## src/rtl/pmst_pkg.sv

```systemverilog
// Shared types and constants for the Prim spanning tree block.
// Used by pmst_engine and prim_minimum_spanning_tree; no dependencies.
package pmst_pkg;

  localparam int MAX_VERTICES = 8;
  localparam int VTX_W        = 3;
  localparam int CNT_W        = 4;
  localparam int WEIGHT_W     = 16;
  localparam int KEY_W        = WEIGHT_W + 1;
  localparam int ADDR_W       = 2 * VTX_W;
  localparam int MAT_DEPTH    = MAX_VERTICES * MAX_VERTICES;

  localparam logic [KEY_W-1:0] KEY_INF = {KEY_W{1'b1}};

  // sequencer states
  typedef enum logic [2:0] {
    ST_IDLE,
    ST_SEL,
    ST_RELAX,
    ST_OUT_RD,
    ST_EMIT
  } state_t;

  // one tree edge handed from the engine to the output register
  typedef struct packed {
    logic                last;
    logic                reachable;
    logic [WEIGHT_W-1:0] weight;
    logic [VTX_W-1:0]    child;
    logic [VTX_W-1:0]    parent;
  } edge_t;

endpackage

```

## src/rtl/pmst_ram.sv

```systemverilog
// Generic single write port, single read port RAM with registered read.
// No dependencies.
module pmst_ram #(
  parameter int WIDTH = 16,
  parameter int DEPTH = 64
) (
  input  logic                     clk,
  input  logic                     we,
  input  logic [$clog2(DEPTH)-1:0] waddr,
  input  logic [WIDTH-1:0]         wdata,
  input  logic [$clog2(DEPTH)-1:0] raddr,
  output logic [WIDTH-1:0]         rdata
);

  logic [WIDTH-1:0] mem [DEPTH];

  // write port
  always_ff @(posedge clk) begin
    if (we) begin
      mem[waddr] <= wdata;
    end
  end

  // registered read port
  always_ff @(posedge clk) begin
    rdata <= mem[raddr];
  end

endmodule

```

## src/rtl/pmst_engine.sv

```systemverilog
// Prim sequencer: key, parent and tree-membership registers, one shared
// compare unit, matrix read addressing and edge emission. Uses pmst_pkg.
module pmst_engine (
  input  logic                           clk,
  input  logic                           rst,
  input  logic                           start,
  input  logic [pmst_pkg::CNT_W-1:0]     n,
  output logic [pmst_pkg::ADDR_W-1:0]    ram_raddr,
  input  logic [pmst_pkg::WEIGHT_W-1:0]  ram_rdata,
  output logic                           busy,
  output logic                           res_valid,
  input  logic                           res_ready,
  output pmst_pkg::edge_t                res
);

  pmst_pkg::state_t state, state_next;

  logic [pmst_pkg::KEY_W-1:0] best_key    [pmst_pkg::MAX_VERTICES];
  logic [pmst_pkg::VTX_W-1:0] tree_parent [pmst_pkg::MAX_VERTICES];
  logic [pmst_pkg::MAX_VERTICES-1:0] in_tree;

  logic [pmst_pkg::VTX_W-1:0] vidx;
  logic [pmst_pkg::KEY_W-1:0] lowest;
  logic [pmst_pkg::VTX_W-1:0] pick;
  logic                       found;
  logic [pmst_pkg::VTX_W-1:0] round;
  logic [pmst_pkg::CNT_W-1:0] rlx_cnt;
  logic [pmst_pkg::VTX_W-1:0] child;

  logic [pmst_pkg::KEY_W-1:0] cmp_a, cmp_b;
  logic                       lt;
  logic [pmst_pkg::VTX_W-1:0] upd_idx;
  logic                       cand;
  logic                       found_now;
  logic [pmst_pkg::VTX_W-1:0] pick_now;
  logic                       scan_last;
  logic                       relax_last;
  logic                       round_last;
  logic                       child_last;
  logic                       child_reach;
  logic [pmst_pkg::VTX_W-1:0] child_par;
  logic                       relax_upd;

  // loop bounds
  assign scan_last  = ({1'b0, vidx} == n - pmst_pkg::CNT_W'(1));
  assign relax_last = (rlx_cnt == n);
  assign round_last = ({1'b0, round} == n - pmst_pkg::CNT_W'(2));
  assign child_last = ({1'b0, child} == n - pmst_pkg::CNT_W'(1));
  assign upd_idx    = rlx_cnt[pmst_pkg::VTX_W-1:0] - pmst_pkg::VTX_W'(1);

  // shared compare unit: key scan in select, weight against key in relax
  always_comb begin
    cmp_a = best_key[vidx];
    cmp_b = lowest;
    if (state == pmst_pkg::ST_RELAX) begin
      cmp_a = {1'b0, ram_rdata};
      cmp_b = best_key[upd_idx];
    end
  end
  assign lt = (cmp_a < cmp_b);

  // select bookkeeping for the current scan position
  assign cand      = !in_tree[vidx] && lt;
  assign found_now = found || cand;
  assign pick_now  = cand ? vidx : pick;
  assign relax_upd = (rlx_cnt != '0) && (ram_rdata != '0) && !in_tree[upd_idx] && lt;

  // output edge fields
  assign child_reach = (best_key[child] != pmst_pkg::KEY_INF);
  assign child_par   = child_reach ? tree_parent[child] : '0;

  // next state
  always_comb begin
    state_next = state;
    case (state)
      pmst_pkg::ST_IDLE: begin
        if (start) state_next = pmst_pkg::ST_SEL;
      end
      pmst_pkg::ST_SEL: begin
        if (scan_last) state_next = found_now ? pmst_pkg::ST_RELAX : pmst_pkg::ST_OUT_RD;
      end
      pmst_pkg::ST_RELAX: begin
        if (relax_last) state_next = round_last ? pmst_pkg::ST_OUT_RD : pmst_pkg::ST_SEL;
      end
      pmst_pkg::ST_OUT_RD: begin
        state_next = pmst_pkg::ST_EMIT;
      end
      pmst_pkg::ST_EMIT: begin
        if (res_ready) state_next = child_last ? pmst_pkg::ST_IDLE : pmst_pkg::ST_OUT_RD;
      end
      default: begin
        state_next = pmst_pkg::ST_IDLE;
      end
    endcase
  end

  // outputs: matrix read address and result handshake
  always_comb begin
    ram_raddr = {child, child_par};
    res_valid = 1'b0;
    busy      = 1'b1;
    case (state)
      pmst_pkg::ST_IDLE: begin
        busy = 1'b0;
      end
      pmst_pkg::ST_RELAX: begin
        ram_raddr = {pick, rlx_cnt[pmst_pkg::VTX_W-1:0]};
      end
      pmst_pkg::ST_EMIT: begin
        res_valid = 1'b1;
      end
      default: begin
        res_valid = 1'b0;
      end
    endcase
  end

  assign res.last      = child_last;
  assign res.reachable = child_reach;
  assign res.weight    = child_reach ? ram_rdata : '0;
  assign res.child     = child;
  assign res.parent    = child_par;

  // state register
  always_ff @(posedge clk) begin
    if (rst) begin
      state <= pmst_pkg::ST_IDLE;
    end else begin
      state <= state_next;
    end
  end

  // key, parent and tree registers plus loop counters
  always_ff @(posedge clk) begin
    if (rst) begin
      for (int v = 0; v < pmst_pkg::MAX_VERTICES; v++) begin
        best_key[v]    <= pmst_pkg::KEY_INF;
        tree_parent[v] <= '0;
      end
      in_tree <= '0;
      vidx    <= '0;
      lowest  <= pmst_pkg::KEY_INF;
      pick    <= '0;
      found   <= 1'b0;
      round   <= '0;
      rlx_cnt <= '0;
      child   <= '0;
    end else begin
      case (state)
        pmst_pkg::ST_IDLE: begin
          if (start) begin
            // vertex 0 starts at key zero, all others at infinity
            for (int v = 0; v < pmst_pkg::MAX_VERTICES; v++) begin
              best_key[v]    <= (v == 0) ? pmst_pkg::KEY_W'(0) : pmst_pkg::KEY_INF;
              tree_parent[v] <= '0;
            end
            in_tree     <= '0;
            round       <= '0;
            vidx        <= '0;
            lowest      <= pmst_pkg::KEY_INF;
            found       <= 1'b0;
          end
        end
        pmst_pkg::ST_SEL: begin
          if (cand) begin
            lowest <= best_key[vidx];
            pick   <= vidx;
            found  <= 1'b1;
          end
          vidx <= vidx + pmst_pkg::VTX_W'(1);
          if (scan_last) begin
            rlx_cnt <= '0;
            child   <= pmst_pkg::VTX_W'(1);
            if (found_now) in_tree[pick_now] <= 1'b1;
          end
        end
        pmst_pkg::ST_RELAX: begin
          // data for the previous column arrives while the next is addressed
          if (relax_upd) begin
            best_key[upd_idx]    <= {1'b0, ram_rdata};
            tree_parent[upd_idx] <= pick;
          end
          rlx_cnt <= rlx_cnt + pmst_pkg::CNT_W'(1);
          if (relax_last) begin
            round  <= round + pmst_pkg::VTX_W'(1);
            vidx   <= '0;
            lowest <= pmst_pkg::KEY_INF;
            found  <= 1'b0;
            child  <= pmst_pkg::VTX_W'(1);
          end
        end
        pmst_pkg::ST_EMIT: begin
          if (res_ready) child <= child + pmst_pkg::VTX_W'(1);
        end
        default: begin
          child <= child;
        end
      endcase
    end
  end

`ifndef ASSERT_OFF
  a_start_idle: assert property (@(posedge clk) disable iff (rst)
    start |-> state == pmst_pkg::ST_IDLE)
    else $error("start while sequencer busy");

  a_pick_in_tree: assert property (@(posedge clk) disable iff (rst)
    state == pmst_pkg::ST_RELAX |-> in_tree[pick])
    else $error("relaxing from a vertex outside the tree");

  a_last_child: assert property (@(posedge clk) disable iff (rst)
    res_valid && res.last |-> {1'b0, res.child} == n - pmst_pkg::CNT_W'(1))
    else $error("last edge not on the final vertex");

  a_done_idle: assert property (@(posedge clk) disable iff (rst)
    res_valid && res_ready && res.last |=> state == pmst_pkg::ST_IDLE)
    else $error("sequencer did not finish after last edge");

  a_unreach: assert property (@(posedge clk) disable iff (rst)
    res_valid && !res.reachable |-> res.weight == '0 && res.parent == '0)
    else $error("unreachable vertex with nonzero edge");
`endif

endmodule

```

## src/rtl/prim_minimum_spanning_tree.sv

```systemverilog
// Matrix entries are taken only while the sequencer is idle. After the request
// marked tlast, the engine runs up to n-1 rounds, each a key scan followed by a
// relax over one matrix read port; then each edge is read from the matrix and
// emitted. No request is taken meanwhile.
// Reset clears the sequencer, keys and tree state; vertex_count resets to 8.
// Top level: stream ports, vertex_count register, output register.
module prim_minimum_spanning_tree (
  input  logic        clk,
  input  logic        rst,
  input  logic        cfg_wr_en,
  input  logic [3:0]  cfg_wr_data,    // vertex_count
  input  logic        s_axis_tvalid,
  output logic        s_axis_tready,
  input  logic [23:0] s_axis_tdata,   // row, column, weight, zero pad
  input  logic        s_axis_tlast,   // load_done
  output logic        m_axis_tvalid,
  input  logic        m_axis_tready,
  output logic [23:0] m_axis_tdata,   // parent_vertex, child_vertex, edge_weight, pad
  output logic [0:0]  m_axis_tuser,   // reachable
  output logic        m_axis_tlast    // last_edge
);

  logic [pmst_pkg::CNT_W-1:0]    vertex_count;
  logic [pmst_pkg::CNT_W-1:0]    n;
  logic                          in_fire;
  logic                          busy;
  logic [pmst_pkg::ADDR_W-1:0]   ram_raddr;
  logic [pmst_pkg::WEIGHT_W-1:0] ram_rdata;
  logic                          res_valid;
  logic                          res_ready;
  pmst_pkg::edge_t               res;
  pmst_pkg::edge_t               out_q;

  // vertex count register and its clamp to the supported range
  always_ff @(posedge clk) begin
    if (rst) begin
      vertex_count <= pmst_pkg::CNT_W'(8);
    end else if (cfg_wr_en) begin
      vertex_count <= cfg_wr_data;
    end
  end

  always_comb begin
    n = vertex_count;
    if (vertex_count < pmst_pkg::CNT_W'(2)) begin
      n = pmst_pkg::CNT_W'(2);
    end else if (vertex_count > pmst_pkg::CNT_W'(pmst_pkg::MAX_VERTICES)) begin
      n = pmst_pkg::CNT_W'(pmst_pkg::MAX_VERTICES);
    end
  end

  // input requests write the matrix; tlast starts the tree run
  assign s_axis_tready = !busy;
  assign in_fire       = s_axis_tvalid && s_axis_tready;

  pmst_ram #(
    .WIDTH (pmst_pkg::WEIGHT_W),
    .DEPTH (pmst_pkg::MAT_DEPTH)
  ) u_matrix (
    .clk   (clk),
    .we    (in_fire),
    .waddr ({s_axis_tdata[2:0], s_axis_tdata[5:3]}),
    .wdata (s_axis_tdata[21:6]),
    .raddr (ram_raddr),
    .rdata (ram_rdata)
  );

  pmst_engine u_engine (
    .clk       (clk),
    .rst       (rst),
    .start     (in_fire && s_axis_tlast),
    .n         (n),
    .ram_raddr (ram_raddr),
    .ram_rdata (ram_rdata),
    .busy      (busy),
    .res_valid (res_valid),
    .res_ready (res_ready),
    .res       (res)
  );

  // output register
  assign res_ready = !m_axis_tvalid || m_axis_tready;

  always_ff @(posedge clk) begin
    if (rst) begin
      m_axis_tvalid <= 1'b0;
    end else if (res_ready) begin
      m_axis_tvalid <= res_valid;
    end
  end

  always_ff @(posedge clk) begin
    if (res_ready && res_valid) begin
      out_q <= res;
    end
  end

  assign m_axis_tdata = {2'b00, out_q.weight, out_q.child, out_q.parent};
  assign m_axis_tuser = out_q.reachable;
  assign m_axis_tlast = out_q.last;

endmodule
```

## config.mk

```make
export PLATFORM = sky130hd
export DESIGN_NAME = prim_minimum_spanning_tree
export DESIGN_NICKNAME = d
export VERILOG_FILES = /design/src/rtl/pmst_pkg.sv /design/src/rtl/pmst_ram.sv /design/src/rtl/pmst_engine.sv /design/src/rtl/prim_minimum_spanning_tree.sv
export SDC_FILE = /design/constraint.sdc
export NUM_CORES = 2
export LEC_CHECK = 0
export BUFFER_PORTS_ARGS = -buffer_cell sky130_fd_sc_hd__buf_2
export CAP_MARGIN = 20
export CORE_ASPECT_RATIO = 1.1
export CORE_MARGIN = 2
export CORE_UTILIZATION = 35
export CTS_BUF_LIST = sky130_fd_sc_hd__clkbuf_8
export DETAILED_ROUTE_END_ITERATION = 6
export PLACE_DENSITY = 0.57
export SETUP_SLACK_MARGIN = 0.15
export SLEW_MARGIN = 25
export SYNTH_ARGS = -nofsm -noshare
export SYNTH_HDL_FRONTEND = slang
export SYNTH_SLANG_ARGS = --single-unit
```

## constraint.sdc

```tcl
create_clock -name clk -period 7.6 [get_ports clk]
set_input_delay 0.76 -clock clk [delete_from_list [all_inputs] [get_ports clk]]
set_output_delay 0.76 -clock clk [all_outputs]
set_load 0.03 [all_outputs]
```

==> flow_summary.json <==
{
  "outcome": "finished, final reports clean",
  "nNetsFinal": 3994,
  "placed_cell_area_um2": 56200,
  "routed_wl_um": 151000,
  "setup_slack_ns": 1.48,
  "vias": 33200,
  "reg2reg_slack_ns": 1.48,
  "start_util": 0.353,
  "post_cts_resized": 0,
  "rr_startpoint": "u_engine.rlx_cnt[1]$_SDFFE_PP0P_",
  "synth_area_per_cell_um2": 14.2,
  "synth_cells": 3747,
  "ys_ff_latch": 1280,
  "fmax_mhz": 164,
  "whs_ns": 0.134,
  "grt_pass1_wl_um": 218000,
  "async_reset_ff_frac": 0,
  "htree_levels": 4,
  "drv_slew": 0,
  "cts_sinks": 1280,
  "power_per_cell_area_nw_per_um2": 285,
  "rr_worst_depth": 21,
  "critPathKind": "register to register",
  "synthFlopType": "edfxtp_1",
  "overflow": 0,
  "ys_warn_count": 0,
  "cp-end-kind": "register",
  "antenna_found_initial": 7,
  "die_area_um2": 155000,
  "timing.rr.end": "u_engine.tree_parent[3][1]$_SDFFCE_PN0P_",
  "dpl_worst_slack_ns": 1.59,
  "period_share": 0.805,
  "final_area_um2": 60100,
  "tns_ns": 0,
  "yosys-top-cells-count": "1200 x edfxtp_1, 563 x nand2_1, 270 x mux2i_1",
  "cp_data_arrival_time_ns": 6.69,
  "placedCellCount": 5685,
  "hpwl_um": 90400,
  "first_global_vias": 32100,
  "io_pins": 62,
  "gp_congestion": 0.916,
  "fin_cells": 6068,
  "netlist-cell-type-count": 70,
  "leakagePower_nw": 20.9,
  "portBuffers": 57,
  "vdd_drop_max_v": 0.000165,
  "layout-drive-gt1-share": 0.141,
  "crit_fanout": 22,
  "required_ns": 8.17,
  "fin_crit_ns": 6.12,
  "ant_nets": 0,
  "hold_violations": 0,
  "synth-edff-count": 1200,
  "die_x_um": 376,
  "dieHeight_um": 413,
  "grt_max_degree": 153,
  "cts_tree": "yes",
  "fill_cells": 13900,
  "worst_pin_slew_ns": 1.10,
  "fin_util": 0.400,
  "routedWlPerCell_um": 24.9,
  "core-area_um2": 150000,
  "row_count": 149,
  "clockRootBuffer": "clkbuf_8",
  "first_iter_violations": 3468,
  "hold_path_end": "vertex_count[3]$_SDFFE_PP1P_",
  "finalSetupViolations": 0,
  "dr.pass1.iters": 5,
  "syn_area_um2": 53100,
  "grt_util_all_layers": 0.191,
  "relSlewSlack": 0.266,
  "drc_errors": 0,
  "yosysTopAreaCellShare": 0.678,
  "fin_worst_skew_ns": 0.0785,
  "holdCritPathClass": "input port to register",
  "whs_path_depth": 2,
  "clk_pin_slew_ns": 0.07,
  "maxCapViolCount": 0,
  "finalPower_mw": 17.1,
  "yosys-top-cells-area": "edfxtp_1 68%, mux2i_1 5.1%, nand2_1 4.0%",
  "synth_top_area_cell": "edfxtp_1",
  "rsz0062_at_grt": "false",
  "min-delay-start": "cfg_wr_en",
  "via_per_inst": 5.48,
  "area_delta_synth_final_pct": 13.1,
  "clock_path_buffers": 3,
  "cts_made_buffers": 208,
  "synthMostInstantiatedCell": "edfxtp_1",
  "start_kind": "register",
  "synth.yosys.seq_area_share": 0.708,
  "clk_latency_ns": 0.94
}
[what timing repair did]
item | in CTS | in global routing
hold buffers | 4 | 0
setup endpoints to repair | 0 | 0
setup buffers | 0 | 0
endpoints found under the hold margin | 4 | 0
[critical path: stages, from the launching register on]
cell and delay, ns:
dfxtp_1 0.40, inv_1 0.11, ha_2 0.63, buf_4 0.40, mux2i_1 0.22, o21ai_0 0.09
o21ai_0 0.17, a21oi_1 0.10, a21oi_1 0.13, ha_1 0.29, a21o_1 0.20, a21o_1 0.20
a21o_1 0.18, a21o_1 0.19, a21oi_1 0.13, o21ai_0 0.12, a21oi_1 0.53, o2111a_1 0.43
and3_1 0.19, buf_4 0.32, nand2b_1 0.34, buf_4 0.34
[flip-flops by register name (all words and copies together) (netlist names), 3 cells and up, named ones only]
name	flops
u_engine.lowest	17
u_engine.rlx_cnt	4
u_engine.tree_parent	24
u_matrix.mem	1024
u_engine.round	3
u_engine.child	3
u_engine.state	3
m_axis_tdata	22
vertex_count	4
u_engine.in_tree	8
u_engine.best_key	136
u_engine.pick	3
u_engine.vidx	3
u_matrix.rdata	16
[kinds of logic after synthesis]
kind of cell,Yosys count,share of synthesized area
AO/OA/AOI/OAI,618,0.0764
XOR/XNOR,18,0.00297
adder cells (fa/ha/maj),24,0.00565
buffers and inverters,269,0.0227
flip-flops,1280,0.708
multiplexers,339,0.0795
other,1,0.0000706
AND/OR/NAND/NOR,1198,0.105
[worst max path at each step]
| stage | from | end | depth (start not counted) |
|---|---|---|---|
| floorplan | u_engine.rlx_cnt[0]$_SDFFE_PP0P_ | u_engine.best_key[5][0]$_DFFE_PP_ | 24 |
| global placement | u_engine.rlx_cnt[1]$_SDFFE_PP0P_ | u_engine.tree_parent[3][0]$_SDFFCE_PN0P_ | 21 |
| detailed placement | u_engine.rlx_cnt[1]$_SDFFE_PP0P_ | u_engine.tree_parent[3][0]$_SDFFCE_PN0P_ | 21 |
| CTS | u_engine.rlx_cnt[1]$_SDFFE_PP0P_ | u_engine.best_key[3][7]$_SDFFCE_PN1P_ | 21 |
| global route | u_engine.rlx_cnt[1]$_SDFFE_PP0P_ | u_engine.best_key[3][6]$_SDFFCE_PN1P_ | 21 |
| finish | u_engine.rlx_cnt[1]$_SDFFE_PP0P_ | u_engine.tree_parent[3][1]$_SDFFCE_PN0P_ | 21 |
[where the power goes]
part / switching (mW) / total [mW] / internal (mW)
sequential: 0.240 / 8.16 / 7.92
combinational: 2.27 / 3.34 / 1.07
clock: 2.83 / 5.62 / 2.79
total: 5.33 / 17.1 / 11.8
[placed cells by master, fill, tap and decap left out, types with 18 or more instances in the layout]
cell and count:
nor2_1 207, inv_1 96, o21ai_0 63, a21oi_1 109, a211oi_1 79, nand3_1 142
dfxtp_1 79, edfxtp_1 1200, and2_1 26, and3_1 49, a21boi_0 32, o22ai_1 80
a21o_1 27, clkinv_1 51, nor2b_1 40, nand2_1 563, mux4_2 66, nor4_1 18
mux2i_1 269, clkinv_2 19, clkbuf_8 221, buf_2 57, nand4_1 44, a32oi_1 48
ha_1 23, a31oi_1 137, nand3b_1 24, buf_4 150
[layer usage]
| metal | track usage | part of all wire |
|---|---|---|
| met5 | 0 | 0.00033 |
| met4 | 0.0651 | 0.031 |
| met3 | 0.0327 | 0.072 |
| met2 | 0.309 | 0.47 |
| met1 | 0.261 | 0.43 |
[cell type report]
| cell class | count | area [um2] | share of cell area |
|---|---|---|---|
| clock buffers | 221 | 3040 | 0.0506 |
| repair buffers | 218 | 1590 | 0.0265 |
| well taps | 1963 | 2460 | 0.0409 |
| inverters | 29 | 109 | 0.00181 |
| multi-input cells | 2199 | 14400 | 0.240 |
| diodes | 3 | 7.51 | 0.000125 |
| clock inverters | 155 | 856 | 0.0142 |
| flip-flops and latches | 1280 | 37600 | 0.626 |
Note: power is estimated with default switching activity, not from simulation.
